## src/c_subset_lexer_defines.svh

```systemverilog
// ----------------------------------------------------------------------------
// c_subset_lexer_defines: assertion macros used by the lexer rtl
// clock clk_i and reset rst_ni are taken from the module that uses them
// ----------------------------------------------------------------------------
`ifndef C_SUBSET_LEXER_DEFINES_SVH
`define C_SUBSET_LEXER_DEFINES_SVH
`ifndef ASSERT_OFF
`define ASSERT_AT(lbl, prop, msg) \
  lbl: assert property (@(posedge clk_i) disable iff (!rst_ni) prop) else $error(msg);
`define ASSERT_NEVER(lbl, cond, msg) \
  lbl: assert property (@(posedge clk_i) disable iff (!rst_ni) !(cond)) else $error(msg);
`else
`define ASSERT_AT(lbl, prop, msg)
`define ASSERT_NEVER(lbl, cond, msg)
`endif
`endif

```

## src/clx_pkg.sv

```systemverilog
// ----------------------------------------------------------------------------
// clx_pkg
// types, tables and character classes of the c subset lexer
// ----------------------------------------------------------------------------
`timescale 1ns / 1ps
`default_nettype none
package clx_pkg;

  localparam int unsigned PosW    = 17;  // holds the text limit itself
  localparam int unsigned OffW    = 16;
  localparam logic [7:0]  EscCode = 8'h1B;
  localparam logic [31:0] NumSat  = 32'h7FFF_FFFF;
  localparam logic [15:0] LenSat  = 16'hFFFF;

  typedef enum logic [3:0] {
    M_IDLE, M_WORD, M_NUM, M_OP, M_CH_OPEN, M_CH_ESC, M_CH_CLOSE,
    M_STR, M_STR_BS, M_DRAIN
  } clx_mode_e;

  typedef enum logic [2:0] {
    TK_NUMBER, TK_STRING, TK_NAME, TK_KEYWORD, TK_PUNCT, TK_OPER, TK_END, TK_ERROR
  } clx_kind_e;

  typedef enum logic [2:0] {
    ER_NONE, ER_CHAR_CUT, ER_CHAR_OPEN, ER_STR_OPEN, ER_BAD_CHAR
  } clx_err_e;

  localparam logic [3:0] KwAlignof = 4'd13;

  typedef struct packed {
    clx_kind_e   kind;
    logic [7:0]  sym;
    logic [3:0]  word;
    logic [31:0] val;
    logic [15:0] start;
    logic [15:0] len;
    clx_err_e    err;
  } clx_res_t;

  typedef struct packed {
    logic [1:0] cnt;
    clx_res_t   r0;
    clx_res_t   r1;
  } clx_bundle_t;

  function automatic clx_res_t mk_res(clx_kind_e k, logic [7:0] s, logic [3:0] w,
                                      logic [31:0] v, logic [15:0] st,
                                      logic [15:0] l, clx_err_e e);
    clx_res_t r;
    r.kind = k; r.sym = s; r.word = w; r.val = v; r.start = st; r.len = l; r.err = e;
    return r;
  endfunction

  function automatic logic [15:0] grow(logic [15:0] l, logic [1:0] by);
    logic [16:0] s;
    s = {1'b0, l} + {15'd0, by};
    return s[16] ? LenSat : s[15:0];
  endfunction

  function automatic logic is_alpha(logic [7:0] b);
    return (b >= "a" && b <= "z") || (b >= "A" && b <= "Z");
  endfunction

  function automatic logic is_digit(logic [7:0] b);
    return b >= "0" && b <= "9";
  endfunction

  function automatic logic is_space(logic [7:0] b);
    return b == " " || (b >= 8'd9 && b <= 8'd13);
  endfunction

  function automatic logic is_punct(logic [7:0] b);
    logic r;
    case (b)
      "+", "-", "*", "/", "=", ";", "(", ")", ",", "{", "}", ">", "<", "&",
      "[", "]", "|", "!", "^", "?", ":", "~", "%", ".": r = 1'b1;
      default: r = 1'b0;
    endcase
    return r;
  endfunction

  function automatic logic starts_op(logic [7:0] b);
    logic r;
    case (b)
      "=", "!", "&", "|", "<", ">", "+", "-": r = 1'b1;
      default: r = 1'b0;
    endcase
    return r;
  endfunction

  // {hit, index}
  function automatic logic [4:0] op_lookup(logic [7:0] h, logic [7:0] b);
    logic [4:0] r;
    case ({h, b})
      16'("=="): r = {1'b1, 4'd0};
      16'("!="): r = {1'b1, 4'd1};
      16'("&&"): r = {1'b1, 4'd2};
      16'("||"): r = {1'b1, 4'd3};
      16'("<="): r = {1'b1, 4'd4};
      16'(">="): r = {1'b1, 4'd5};
      16'("<<"): r = {1'b1, 4'd6};
      16'(">>"): r = {1'b1, 4'd7};
      16'("++"): r = {1'b1, 4'd8};
      16'("--"): r = {1'b1, 4'd9};
      16'("->"): r = {1'b1, 4'd10};
      default:   r = 5'd0;
    endcase
    return r;
  endfunction

  // word buffer holds the first byte highest, zero above the word
  function automatic logic [4:0] kw_lookup(logic [63:0] w);
    logic [4:0] r;
    case (w)
      64'("if"):       r = {1'b1, 4'd0};
      64'("else"):     r = {1'b1, 4'd1};
      64'("return"):   r = {1'b1, 4'd2};
      64'("while"):    r = {1'b1, 4'd3};
      64'("for"):      r = {1'b1, 4'd4};
      64'("void"):     r = {1'b1, 4'd5};
      64'("int"):      r = {1'b1, 4'd6};
      64'("char"):     r = {1'b1, 4'd7};
      64'("struct"):   r = {1'b1, 4'd8};
      64'("typedef"):  r = {1'b1, 4'd9};
      64'("sizeof"):   r = {1'b1, 4'd10};
      64'("extern"):   r = {1'b1, 4'd11};
      64'("do"):       r = {1'b1, 4'd12};
      64'("_Alignof"): r = {1'b1, KwAlignof};
      64'("break"):    r = {1'b1, 4'd14};
      default:         r = 5'd0;
    endcase
    return r;
  endfunction

  function automatic logic [7:0] escape_of(logic [7:0] b);
    logic [7:0] r;
    case (b)
      "a":      r = 8'd7;
      "b":      r = 8'd8;
      "t":      r = 8'd9;
      "n":      r = 8'd10;
      "v":      r = 8'd11;
      "f":      r = 8'd12;
      "r":      r = 8'd13;
      "e", "E": r = EscCode;
      default:  r = b;
    endcase
    return r;
  endfunction

endpackage
`default_nettype wire

```

## src/clx_scan.sv

```systemverilog
// ----------------------------------------------------------------------------
// clx_scan
// scanner state and per-byte token logic, one word per cycle while accept_i is high
// ----------------------------------------------------------------------------
`timescale 1ns / 1ps
`default_nettype none
module clx_scan (
  input  logic                clk_i,
  input  logic                rst_ni,
  input  logic                accept_i,
  input  logic [7:0]          byte_i,
  input  logic                end_i,
  output clx_pkg::clx_bundle_t bundle_o
);
  import clx_pkg::*;

  clx_mode_e    mode_q, mode_d;
  logic [7:0]   held_q, held_d;
  logic [63:0]  wb_q, wb_d;
  logic [31:0]  acc_q, acc_d;
  logic [15:0]  tstart_q, tstart_d;
  logic [15:0]  len_q, len_d;
  logic [PosW-1:0] pos_q, pos_d;
  logic         long_q, long_d;

  logic         a_v, b_v, do_start, is_end;
  clx_res_t     a_r, b_r;
  logic [4:0]   kw, op;
  logic [15:0]  len1;
  logic [35:0]  prod;
  logic [31:0]  sext;

  always_comb begin
    mode_d = mode_q; held_d = held_q; wb_d = wb_q; acc_d = acc_q;
    tstart_d = tstart_q; len_d = len_q; pos_d = pos_q; long_d = long_q;
    a_v = 1'b0; b_v = 1'b0; do_start = 1'b0;
    a_r = '0; b_r = '0;
    len1 = grow(len_q, 2'd1);
    kw = kw_lookup(wb_q);
    op = op_lookup(held_q, byte_i);
    prod = {1'b0, acc_q, 3'b0} + {3'b0, acc_q, 1'b0} + {28'd0, byte_i - 8'd48};
    sext = {{24{held_q[7]}}, held_q};
    is_end = end_i || byte_i == 8'd0 || pos_q[PosW-1];

    if (is_end) begin
      a_v = 1'b1;
      case (mode_q)
        M_WORD: begin
          if (kw[4] && !long_q && len_q <= 16'd8)
            a_r = mk_res(TK_KEYWORD, 8'd0, kw[3:0], '0, tstart_q, len_q, ER_NONE);
          else
            a_r = mk_res(TK_NAME, 8'd0, 4'd0, '0, tstart_q, len_q, ER_NONE);
        end
        M_NUM:  a_r = mk_res(TK_NUMBER, 8'd0, 4'd0, acc_q, tstart_q, len_q, ER_NONE);
        M_OP:   a_r = mk_res(TK_PUNCT, held_q, 4'd0, '0, tstart_q, 16'd1, ER_NONE);
        M_CH_OPEN, M_CH_ESC:
          a_r = mk_res(TK_ERROR, 8'd0, 4'd0, '0, tstart_q, 16'd0, ER_CHAR_CUT);
        M_CH_CLOSE:
          a_r = mk_res(TK_ERROR, 8'd0, 4'd0, '0, tstart_q, 16'd0, ER_CHAR_OPEN);
        M_STR, M_STR_BS:
          a_r = mk_res(TK_ERROR, 8'd0, 4'd0, '0, tstart_q, 16'd0, ER_STR_OPEN);
        default: a_v = 1'b0;
      endcase
      b_v = 1'b1;
      b_r = mk_res(TK_END, 8'd0, 4'd0, '0, pos_q[OffW-1:0], 16'd0, ER_NONE);
      mode_d = M_IDLE;
      pos_d = '0;
    end else begin
      pos_d = pos_q + 1'b1;
      case (mode_q)
        M_WORD: begin
          if (is_alpha(byte_i) || is_digit(byte_i) || byte_i == "_") begin
            if (len_q < 16'd8) wb_d = {wb_q[55:0], byte_i};
            else long_d = 1'b1;
            len_d = len1;
            // _Alignof ends at its eighth byte whatever follows
            if (len1 == 16'd8 && wb_d == 64'("_Alignof")) begin
              a_v = 1'b1;
              a_r = mk_res(TK_KEYWORD, 8'd0, KwAlignof, '0, tstart_q, 16'd8, ER_NONE);
              mode_d = M_IDLE;
            end
          end else begin
            a_v = 1'b1;
            if (kw[4] && !long_q && len_q <= 16'd8)
              a_r = mk_res(TK_KEYWORD, 8'd0, kw[3:0], '0, tstart_q, len_q, ER_NONE);
            else
              a_r = mk_res(TK_NAME, 8'd0, 4'd0, '0, tstart_q, len_q, ER_NONE);
            do_start = 1'b1;
          end
        end
        M_NUM: begin
          if (is_digit(byte_i)) begin
            acc_d = (prod > {4'd0, NumSat}) ? NumSat : prod[31:0];
            len_d = len1;
          end else begin
            a_v = 1'b1;
            a_r = mk_res(TK_NUMBER, 8'd0, 4'd0, acc_q, tstart_q, len_q, ER_NONE);
            do_start = 1'b1;
          end
        end
        M_OP: begin
          a_v = 1'b1;
          if (op[4]) begin
            a_r = mk_res(TK_OPER, {4'd0, op[3:0]}, 4'd0, '0, tstart_q, 16'd2, ER_NONE);
            mode_d = M_IDLE;
          end else begin
            a_r = mk_res(TK_PUNCT, held_q, 4'd0, '0, tstart_q, 16'd1, ER_NONE);
            do_start = 1'b1;
          end
        end
        M_CH_OPEN: begin
          len_d = len1;
          if (byte_i == "\\") mode_d = M_CH_ESC;
          else begin
            held_d = byte_i;
            mode_d = M_CH_CLOSE;
          end
        end
        M_CH_ESC: begin
          len_d = len1;
          held_d = escape_of(byte_i);
          mode_d = M_CH_CLOSE;
        end
        M_CH_CLOSE: begin
          a_v = 1'b1;
          if (byte_i == "'") begin
            a_r = mk_res(TK_NUMBER, 8'd0, 4'd0, sext, tstart_q, len1, ER_NONE);
            mode_d = M_IDLE;
          end else begin
            a_r = mk_res(TK_ERROR, 8'd0, 4'd0, '0, tstart_q, 16'd0, ER_CHAR_OPEN);
            mode_d = M_DRAIN;
          end
        end
        M_STR, M_STR_BS: begin
          if (mode_q == M_STR_BS && byte_i == "\"") begin
            // escaped quote stays inside the string
            len_d = grow(len_q, 2'd2);
            mode_d = M_STR;
          end else begin
            if (mode_q == M_STR_BS) len_d = len1;
            if (byte_i == "\"") begin
              a_v = 1'b1;
              a_r = mk_res(TK_STRING, 8'd0, 4'd0, '0, tstart_q, len_d, ER_NONE);
              mode_d = M_IDLE;
            end else if (byte_i == "\\") begin
              mode_d = M_STR_BS;
            end else begin
              len_d = grow(len_d, 2'd1);
              mode_d = M_STR;
            end
          end
        end
        M_DRAIN: ;
        default: do_start = 1'b1;
      endcase

      if (do_start) begin
        mode_d = M_IDLE;
        if (!is_space(byte_i)) begin
          tstart_d = pos_q[OffW-1:0];
          if (byte_i == "'") begin
            mode_d = M_CH_OPEN;
            len_d = 16'd1;
          end else if (byte_i == "\"") begin
            mode_d = M_STR;
            len_d = 16'd0;
          end else if (starts_op(byte_i)) begin
            mode_d = M_OP;
            held_d = byte_i;
          end else if (is_punct(byte_i)) begin
            b_v = 1'b1;
            b_r = mk_res(TK_PUNCT, byte_i, 4'd0, '0, pos_q[OffW-1:0], 16'd1, ER_NONE);
          end else if (is_alpha(byte_i) || byte_i == "_") begin
            mode_d = M_WORD;
            wb_d = {56'd0, byte_i};
            len_d = 16'd1;
            long_d = 1'b0;
          end else if (is_digit(byte_i)) begin
            mode_d = M_NUM;
            acc_d = {24'd0, byte_i - 8'd48};
            len_d = 16'd1;
          end else begin
            b_v = 1'b1;
            b_r = mk_res(TK_ERROR, 8'd0, 4'd0, '0, pos_q[OffW-1:0], 16'd0, ER_BAD_CHAR);
            mode_d = M_DRAIN;
          end
        end
      end
    end

    bundle_o.cnt = {1'b0, a_v} + {1'b0, b_v};
    bundle_o.r0  = a_v ? a_r : b_r;
    bundle_o.r1  = b_r;
  end

  always_ff @(posedge clk_i or negedge rst_ni) begin
    if (!rst_ni) begin
      mode_q <= M_IDLE; held_q <= '0; wb_q <= '0; acc_q <= '0;
      tstart_q <= '0; len_q <= '0; pos_q <= '0; long_q <= 1'b0;
    end else if (accept_i) begin
      mode_q <= mode_d; held_q <= held_d; wb_q <= wb_d; acc_q <= acc_d;
      tstart_q <= tstart_d; len_q <= len_d; pos_q <= pos_d; long_q <= long_d;
    end
  end

endmodule
`default_nettype wire

```

## src/clx_emit.sv

```systemverilog
// ----------------------------------------------------------------------------
// clx_emit
// result register of two slots, hands tokens out one word per cycle while take_i is high
// ----------------------------------------------------------------------------
`timescale 1ns / 1ps
`default_nettype none
`include "c_subset_lexer_defines.svh"
module clx_emit (
  input  logic                 clk_i,
  input  logic                 rst_ni,
  input  logic                 push_i,
  input  clx_pkg::clx_bundle_t bundle_i,
  output logic                 ready_o,
  output logic                 valid_o,
  input  logic                 take_i,
  output clx_pkg::clx_res_t    res_o,
  output logic                 last_o
);
  import clx_pkg::*;

  logic [1:0] n_q, n_d;
  clx_res_t   s0_q, s0_d, s1_q, s1_d;
  logic       pop;

  assign valid_o = n_q != 2'd0;
  assign pop     = valid_o && take_i;
  assign ready_o = (n_q == 2'd0) || (n_q == 2'd1 && take_i);
  assign res_o   = s0_q;
  assign last_o  = n_q == 2'd1;

  always_comb begin
    n_d = n_q; s0_d = s0_q; s1_d = s1_q;
    if (pop) begin
      n_d = n_q - 2'd1;
      s0_d = s1_q;
    end
    if (push_i) begin
      n_d = bundle_i.cnt;
      s0_d = bundle_i.r0;
      s1_d = bundle_i.r1;
    end
  end

  always_ff @(posedge clk_i or negedge rst_ni) begin
    if (!rst_ni) n_q <= 2'd0;
    else n_q <= n_d;
  end

  always_ff @(posedge clk_i) begin
    s0_q <= s0_d;
    s1_q <= s1_d;
  end

  `ASSERT_NEVER(a_push_ready, push_i && !ready_o, "push while result register full")
  `ASSERT_AT(a_push_shows, push_i && bundle_i.cnt != 2'd0 |=> valid_o, "pushed token lost")
  `ASSERT_NEVER(a_cnt_range, n_q == 2'd3, "slot count out of range")
  `ASSERT_AT(a_hold, valid_o && !take_i |=> valid_o && $stable(n_q), "stalled count moved")

endmodule
`default_nettype wire

```

## src/c_subset_lexer.sv

```systemverilog
// ----------------------------------------------------------------------------
// c_subset_lexer
// streaming lexer for a small c subset, one text byte in, tokens out
// ----------------------------------------------------------------------------
//  channel  dir  tdata                        tuser        tlast
//  s_axis   in   [7:0] text_byte              -            end_of_text
//  m_axis   out  see port comment             token_kind   last_of_run
//
//  one byte is taken per cycle while s_axis_tready is high; the scanner state
//  updates in that cycle and the tokens it completes (zero to two) land in a
//  two-slot result register; tokens leave one per cycle while m_axis_tready
//  is high, so a byte causing two tokens holds the input until its second token leaves
//  reset clears scanner state and the text position to zero
//  s_axis_tready drops while a token waits and m_axis_tready is low
// ----------------------------------------------------------------------------
`timescale 1ns / 1ps
`default_nettype none
module c_subset_lexer (
  input  logic        clk_i,
  input  logic        rst_ni,
  input  logic        s_axis_tvalid,
  output logic        s_axis_tready,
  input  logic [7:0]  s_axis_tdata,   // text_byte
  input  logic        s_axis_tlast,   // end_of_text
  output logic        m_axis_tvalid,
  input  logic        m_axis_tready,
  // symbol_code[7:0] word_index[11:8] number_value[43:12] start_offset[59:44]
  // token_length[75:60] error_code[78:76] zero[79]
  output logic [79:0] m_axis_tdata,
  output logic [2:0]  m_axis_tuser,   // token_kind
  output logic        m_axis_tlast    // last_of_run
);
  import clx_pkg::*;

  logic        accept;
  clx_bundle_t bundle;
  clx_res_t    res;

  assign accept = s_axis_tvalid && s_axis_tready;

  clx_scan u_scan (
    .clk_i    (clk_i),
    .rst_ni   (rst_ni),
    .accept_i (accept),
    .byte_i   (s_axis_tdata),
    .end_i    (s_axis_tlast),
    .bundle_o (bundle)
  );

  clx_emit u_emit (
    .clk_i    (clk_i),
    .rst_ni   (rst_ni),
    .push_i   (accept),
    .bundle_i (bundle),
    .ready_o  (s_axis_tready),
    .valid_o  (m_axis_tvalid),
    .take_i   (m_axis_tready),
    .res_o    (res),
    .last_o   (m_axis_tlast)
  );

  assign m_axis_tuser = res.kind;
  assign m_axis_tdata = {1'b0, res.err, res.len, res.start, res.val, res.word, res.sym};

endmodule
`default_nettype wire

```

## config.mk

```make
export PLATFORM = sky130hd
export DESIGN_NAME = c_subset_lexer
export DESIGN_NICKNAME = d
export VERILOG_FILES = /design/src/clx_pkg.sv /design/src/clx_scan.sv /design/src/clx_emit.sv /design/src/c_subset_lexer.sv
export VERILOG_INCLUDE_DIRS = /design/src /design/src/src
export SDC_FILE = /design/constraint.sdc
export NUM_CORES = 1
export LEC_CHECK = 0
export BUFFER_PORTS_ARGS = -buffer_cell sky130_fd_sc_hd__buf_4
export CAP_MARGIN = 20
export CORE_MARGIN = 5
export CORE_UTILIZATION = 60
export DETAILED_ROUTE_END_ITERATION = 10
export GPL_ROUTABILITY_DRIVEN = 1
export PLACE_DENSITY_LB_ADDON = 0.1
export SYNTH_ARGS = -nofsm -noshare
export SYNTH_HDL_FRONTEND = slang
export SYNTH_SLANG_ARGS = --single-unit
```

## constraint.sdc

```tcl
create_clock -name clk_i -period 4.2 [get_ports clk_i]
set_input_delay 0.63 -clock clk_i [delete_from_list [all_inputs] [get_ports clk_i]]
set_output_delay 0.63 -clock clk_i [all_outputs]
set_load 0.005 [all_outputs]
```

==> results_dict.tcl, run 1 <==
set metrics [dict create \
    status "complete, no violations" \
    path_max_fanout 12 \
    synth_seq_area_share_pct 39.06 \
    synth_fa_ha_area_share_pct 5.458 \
    grt_start_max_net_pins 100 \
    netlist_top_cells_area "dfrtp_1, edfxtp_1, ha_1" \
    cp.required_ns 4.64 \
    wl_um 63530 \
    hold_buffers 0 \
    synth_area_per_cell_um2 9.037 \
    clk_pin_slew_ns 0.06 \
    cp-end-kind "register" \
    yosys.area_share.simple_pct 22.98 \
    grt_setup_unrepaired "no" \
    grt-ovfl-total 0 \
    detail_route.vias_per_cell 6.874 \
    die_w_um 186.6 \
    drt_iter0_drc 2155 \
    ys.flop_type "dfrtp_1" \
    wire_per_inst_um 24.13 \
    synthXorXnorAreaFrac_pct 3.324 \
    slew_headroom_pct 33.31 \
    drcViolationCount 0 \
    ant_nets 0 \
    cts.path.max_buffers 3 \
    cpMaxStageDelayCell "nor4_1" \
    buffer_ports.inserted 97 \
    gp_congestion 1.058 \
    maxCapViolCount 0 \
    min_period_over_period_pct 98.08 \
    path_cells "ha_1 > nand3_2 > buf_4 > nor4_1 > mux2i_2 > o211a_1 > nand4b_1 > a21oi_1 > buf_4 > o21ai_4 > buf_4 > nor4_1 > buf_4" \
    crit_path_start_kind "register" \
    yosysTopAreaCellShare_pct 21.40 \
    synth_compound_area_share_pct 21.97 \
    cp_num_buf_inv 4 \
    cts_tree "done" \
    worstMarginPinSlew_ns 0.9937 \
    crit_path_start "u_scan.len_q[0]$_DFFE_PN0P_" \
    slew_viol_final 0 \
    syn_inst 2070 \
    r2r-start "u_scan.len_q[0]$_DFFE_PN0P_" \
    grt_usage_pct 34.70 \
    place_hpwl_um 46080 \
    final-setup-viol-count 0 \
    stdcell_count 2633 \
    setup_ws_ns 0.08048 \
    power.leakage_uw 0.009079 \
    hp-class "input port to asynchronous set/reset pin" \
    min_period_ns 4.120 \
    rows 64 \
    grt_antenna_before_repair 0 \
    grt_pass1_wl_um 99500 \
    yosysTopAreaCell "dfrtp_1" \
    synth-edff-count 110 \
    crit_family "simple AND/OR/NAND/NOR gates" \
    crit_top_cell "buf_4" \
    synth_top_family_by_area "simple AND/OR/NAND/NOR gates" \
    h-tree-depth 1 \
    cts_buffers 30 \
    muxShareOfSynthArea_pct 2.950 \
    vias 18100 \
    powerDensity_nw_per_um2 540.1 \
    dieArea_um2 34810 \
    diodes 0 \
    syn_area_um2 18710 \
    hold_viol 0 \
    peakVddDrop_mv 0.4094 \
    cts_root_buf "clkbuf_16" \
    arrival_ns 4.56 \
    yosys_warnings 0 \
    clock_sinks 270 \
    final_nets 2304 \
    place_ws_ns -0.1270 \
    critPathKind "register to register" \
    yosysMostFrequentCell "nand2_1" \
    synth_common_cells "nand2_1, a21oi_1, nor2_1" \
    start_util_pct 60.99 \
    pin_count 99 \
    design_area_um2 21620 \
    dr.pass1.iters 7 \
    synthToLayoutAreaGrowth_pct 15.56 \
    clk_latency_ns 0.59 \
    ys_ff_latch 270 \
    tns_ns 0 \
    synth-async-reset-ratio_pct 59.26 \
    placed_cell_area_um2 20550 \
    grt_pass1_vias 17680 \
    layout-drive-gt1-share_pct 17.43 \
    cp_slowest_stage_delay_ns 0.58 \
    die_h_um 186.6 \
    max_freq_mhz 242.7 \
    core_area_um2 30670 \
    ys_types 114 \
    clock_skew_ns 0.02895 \
    dp_cells 2576 \
]
-- flip-flops by register name, summed over array words and instances (netlist names) --
name and cells:
u_scan.wb_q 64, u_scan.tstart_q 16, u_scan.len_q 16, u_emit.s1_q 28, u_scan.long_q 1, u_scan.acc_q 32
u_emit.n_q 2, u_scan.mode_q 4, u_scan.pos_q 17, u_scan.held_q 8, u_emit.res_o 82
-- worst paths after layout --
kind | end | slack (ns) | cells past startpoint
setup / recovery | u_emit.res_o[68]$_SDFFCE_PN0P_ | 0.08 | 13
hold / removal | u_scan.len_q[8]$_DFFE_PN0P_ | 0.1 | 1
setup reg to reg | u_emit.res_o[68]$_SDFFCE_PN0P_ | 0.08 | 13
hold reg to reg | u_scan.tstart_q[15]$_DFFE_PN0P_ | 0.51 | 1
max in group asynchronous | u_scan.acc_q[20]$_DFFE_PN0P_ | 3.25 | 2
min in group clk_i | u_scan.wb_q[5]$_DFFE_PN0P_ | 0.33 | 2
-- through the flow --
stage,hold WS [ns],total power [uW],utilization [%]
global route,0.2324,12180,70.49
global placement,0.4886,8613,66.97
CTS,0.1774,11570,70.44
finish,0.09802,11680,70.49
floorplan,0.3344,6660,-
detailed placement,0.4960,8758,66.99
-- power by group --
part | internal, uW | switching [uW] | total, uW
Clock | 1630 | 1170 | 2800
Sequential | 3460 | 461 | 3920
Combinational | 1950 | 3010 | 4960
Total | 7030 | 4640 | 11700
-- area by class of cell --
type                            count  area [um^2]
Inverter                           50        187.7
Fill cell                        2309         9051
Multi-Input combinational cell   1615        10670
Timing Repair Buffer              246         1904
Clock buffer                       35        799.5
Tap cell                          396        495.5
Sequential cell                   270         7307
Clock inverter                     21        257.7
-- cells in the final DEF (no fill, tap or decap), types with 61 or more instances in the layout --
cell type,netlist,layout
edfxtp_1,110,110
a21oi_1,164,164
ha_1,72,72
o21ai_0,119,119
nor2_1,162,160
nand2_1,209,207
a22o_1,61,61
dfrtp_1,160,160
buf_4,7,240
nand3_1,62,62
-- per-layer routing --
layer | share of wire (%) | global-route usage, % | vias up
li1 | - | - | 8084
met1 | 41 | 47.82 | 8698
met2 | 45 | 54.15 | 1083
met3 | 10 | 6.633 | 235
met4 | 4.7 | 14.43 | 0
met5 | 0 | 0 | -
-- worst register-to-register path, stage by stage, from the launching register on --
cell,delay [ns]
dfrtp_1,0.53
ha_1,0.29
nand3_2,0.16
buf_4,0.24
nor4_1,0.59
mux2i_2,0.49
o211a_1,0.22
nand4b_1,0.25
a21oi_1,0.24
buf_4,0.16
o21ai_4,0.11
buf_4,0.24
nor4_1,0.31
buf_4,0.17
-- timing repair --
item	4_1_cts	5_1_grt
resized for setup	0	1
endpoints found under the setup margin	0	1
setup buffers	0	0
-- kinds of logic (layout without fill, tap and decap cells) --
logic type / after synthesis / in the layout
AO/OA/AOI/OAI: 611 / 611
XOR/XNOR: 71 / 71
adder cells (fa/ha/maj): 78 / 78
buffers and inverters: 186 / 352
flip-flops: 270 / 270
multiplexers: 52 / 52
other: 1 / 2
AND/OR/NAND/NOR: 801 / 801
Note: power is estimated with default switching activity, not from simulation.
==> run 2, diff against run 1 <==
--- a/config.mk
+++ b/config.mk
@@ -6,6 +6,7 @@
 export SDC_FILE = /design/constraint.sdc
 export NUM_CORES = 1
 export LEC_CHECK = 0
+export ABC_AREA = 1
 export BUFFER_PORTS_ARGS = -buffer_cell sky130_fd_sc_hd__buf_4
 export CAP_MARGIN = 20
 export CORE_MARGIN = 5
==> results_dict.tcl, run 2 <==
set metrics [dict create \
    max_freq_mhz 253.3 \
    hp-class "input port to asynchronous set/reset pin" \
    postCtsSetupRepairBufs 0 \
    syn_inst 3337 \
    cpMaxStageDelayCell "dfrtp_1" \
    clock_sinks 270 \
    clk_pin_slew_ns 0.06 \
    ys_ff_latch 270 \
    ctsResizeCount 0 \
    diodes 0 \
    hold_buffers 0 \
    power.leakage_uw 0.01155 \
    cp.required_ns 4.54 \
    met1_usage_pct 51.52 \
    dr.pass1.iters 8 \
    grt.busiest_layer "met2" \
    synth_seq_area_share_pct 33.24 \
    grt-ovfl-total 0 \
    layout_common_cells "nand2_1, nor2_1, inv_1" \
    status "complete, no violations" \
    use_met2_pct 57.62 \
    worstMarginPinSlew_ns 0.8815 \
    vias 24350 \
    crit_path_start_kind "register" \
    ys.flop_type "dfrtp_1" \
    path_cells "ha_1 > nand3_1 > inv_1 > nand2_1 > inv_1 > nand2_2 > nand3_1 > nor2_1 > nand2_1 > nor2_1 > nand2_1 > nor2_1 > nand3_1 > nand3_2 > nand2_4 > buf_4 > nand3_1 > nand2_1 > nand2_1 > nand2_1" \
    wl_um 77870 \
    largest_register_ffs 82 \
    path_max_fanout 27 \
    place_hpwl_um 57630 \
    cts_buffers 31 \
    clock_skew_ns 0.02634 \
    min_period_over_period_pct 94.01 \
    critPathKind "register to register" \
    hold_viol 0 \
    wire_per_inst_um 20.06 \
    synth_area_per_cell_um2 6.588 \
    yosysTopAreaCell "dfrtp_1" \
    arrival_ns 4.29 \
    grt_usage_pct 36.73 \
    cts.path.max_buffers 3 \
    detail_route.vias_per_cell 6.273 \
    crit_top_cell "nand2_1" \
    final_nets 3480 \
    cts_root_buf "clkbuf_16" \
    grt_pass1_vias 22530 \
    synth-edff-count 110 \
    design_area_um2 24420 \
    pin_count 99 \
    grt_pass1_wl_um 122800 \
    switching_share_pct 51.16 \
    synth-async-reset-ratio_pct 59.26 \
    cp_slowest_stage_delay_ns 0.50 \
    yosys_warnings 0 \
    setup_ws_ns 0.2517 \
    die_w_um 201.4 \
    die_h_um 201.4 \
    maxCapViolCount 0 \
    p_clk_share_pct 16.0 \
    tns_ns 0 \
    layout-drive-gt1-share_pct 8.319 \
    switchingPower_uw 9633 \
    yosysMostFrequentCell "nand2_1" \
    syn_area_um2 21980 \
    p_int_uw 9195 \
    buffer_ports.inserted 97 \
    final-setup-viol-count 0 \
    grt_antenna_before_repair 1 \
    p_seq_share_pct 25.6 \
    placed_cell_area_um2 23300 \
    slew_viol_final 0 \
    grt_setup_unrepaired "no" \
    crit_family "simple AND/OR/NAND/NOR gates" \
    gp_congestion 1.035 \
    ys_types 58 \
    rows 70 \
    drt_iter0_drc 3505 \
    h-tree-depth 1 \
    place_ws_ns 0.08370 \
    synth_common_cells "nand2_1, nor2_1, inv_1" \
    min_period_ns 3.948 \
    clk_latency_ns 0.61 \
    synthToLayoutAreaGrowth_pct 11.06 \
    dieArea_um2 40570 \
    slew_headroom_pct 41.09 \
    comb_power_share_pct 58.4 \
    final_common_cell "nand2_1" \
    ant_nets 0 \
    yosysTopAreaCellShare_pct 18.21 \
    powerDensity_nw_per_um2 771.1 \
    netlist_top_cells_area "dfrtp_1, nand2_1, edfxtp_1" \
    drcViolationCount 0 \
    cp_num_buf_inv 3 \
    met3_usage_pct 7.478 \
    grt_start_max_net_pins 90 \
    peakVddDrop_mv 0.7651 \
    cts_tree "done" \
    totalPowerFinal_uw 18830 \
    core_area_um2 36430 \
    start_util_pct 60.34 \
    hold_ws_ns 0.03006 \
    cp-end-kind "register" \
]
==> run 2: cell count changes after synthesis, sizes merged, moves of 25 or more <==
cell / previous run / this run
o22ai: 16 / 73
nand2: 209 / 980
a22oi: 13 / 49
mux2i: 27 / 0
and3: 27 / 1
nor4: 39 / 7
o21ai: 142 / 289
inv: 48 / 344
nand4: 35 / 85
and2: 39 / 4
nand3: 66 / 255
nor2: 163 / 391
a22o: 61 / 0
mux2: 25 / 0
==> run 2: routing by layer <==
metal	vias to the layer above	share of wire, %
met2	1655	44
met5	-	0.017
met4	2	3.4
met3	241	12
met1	11200	40
li1	11250	-
==> run 2: power groups by stage <==
stage | Clock, uW | Combinational (uW) | Sequential, uW
finish | 3000 | 11000 | 4820
global route | 3130 | 12000 | 4910
CTS | 2990 | 10700 | 4760
detailed placement | 0 | 10600 | 4790
floorplan | 0 | 7280 | 4490
global placement | 0 | 10400 | 4740
==> run 2: final cells by class <==
cell class                 count  area, um^2
fill                        3156       12020
sequential                   270        7307
clock inverter                25       331.6
multi-input combinational   2571       12710
tap                          468       585.6
inverter                     347        1303
timing repair buffer         168        1394
clock buffer                  33       783.3
==> run 2: logic make-up (layout without fill, tap and decap cells) <==
logic type | after synthesis | after routing | synth area share, %
AO/OA/AOI/OAI | 636 | 636 | 16.36
other | 1 | 2 | 0.01706
AND/OR/NAND/NOR | 1810 | 1810 | 34.80
flip-flops | 270 | 270 | 33.24
XOR/XNOR | 45 | 45 | 1.793
adder cells (fa/ha/maj) | 78 | 78 | 4.644
buffers and inverters | 497 | 573 | 9.151
==> run 2: per-stage QoR <==
stage,utilization (%),std cells
6_report,67.01,3882
5_1_grt,67.01,3882
3_5_place_dp,63.95,3824
4_1_cts,67.01,3882
3_3_place_gp,63.92,3823
2_1_floorplan,-,3338
==> run 2: final timing paths <==
path,startpoint,slack (ns),end,cells past startpoint
max in group asynchronous,rst_ni,3.12,u_scan.tstart_q[6]$_DFFE_PN0P_,2
setup reg to reg,u_scan.len_q[1]$_DFFE_PN0P_,0.25,u_emit.res_o[28]$_DFFE_PP_,20
min in group clk_i,s_axis_tdata[5],0.33,u_scan.wb_q[5]$_DFFE_PN0P_,3
setup / recovery,u_scan.len_q[1]$_DFFE_PN0P_,0.25,u_emit.res_o[28]$_DFFE_PP_,20
hold / removal,rst_ni,0.03,u_scan.wb_q[31]$_DFFE_PN0P_,1
hold reg to reg,u_scan.tstart_q[7]$_DFFE_PN0P_,0.49,u_scan.tstart_q[7]$_DFFE_PN0P_,2
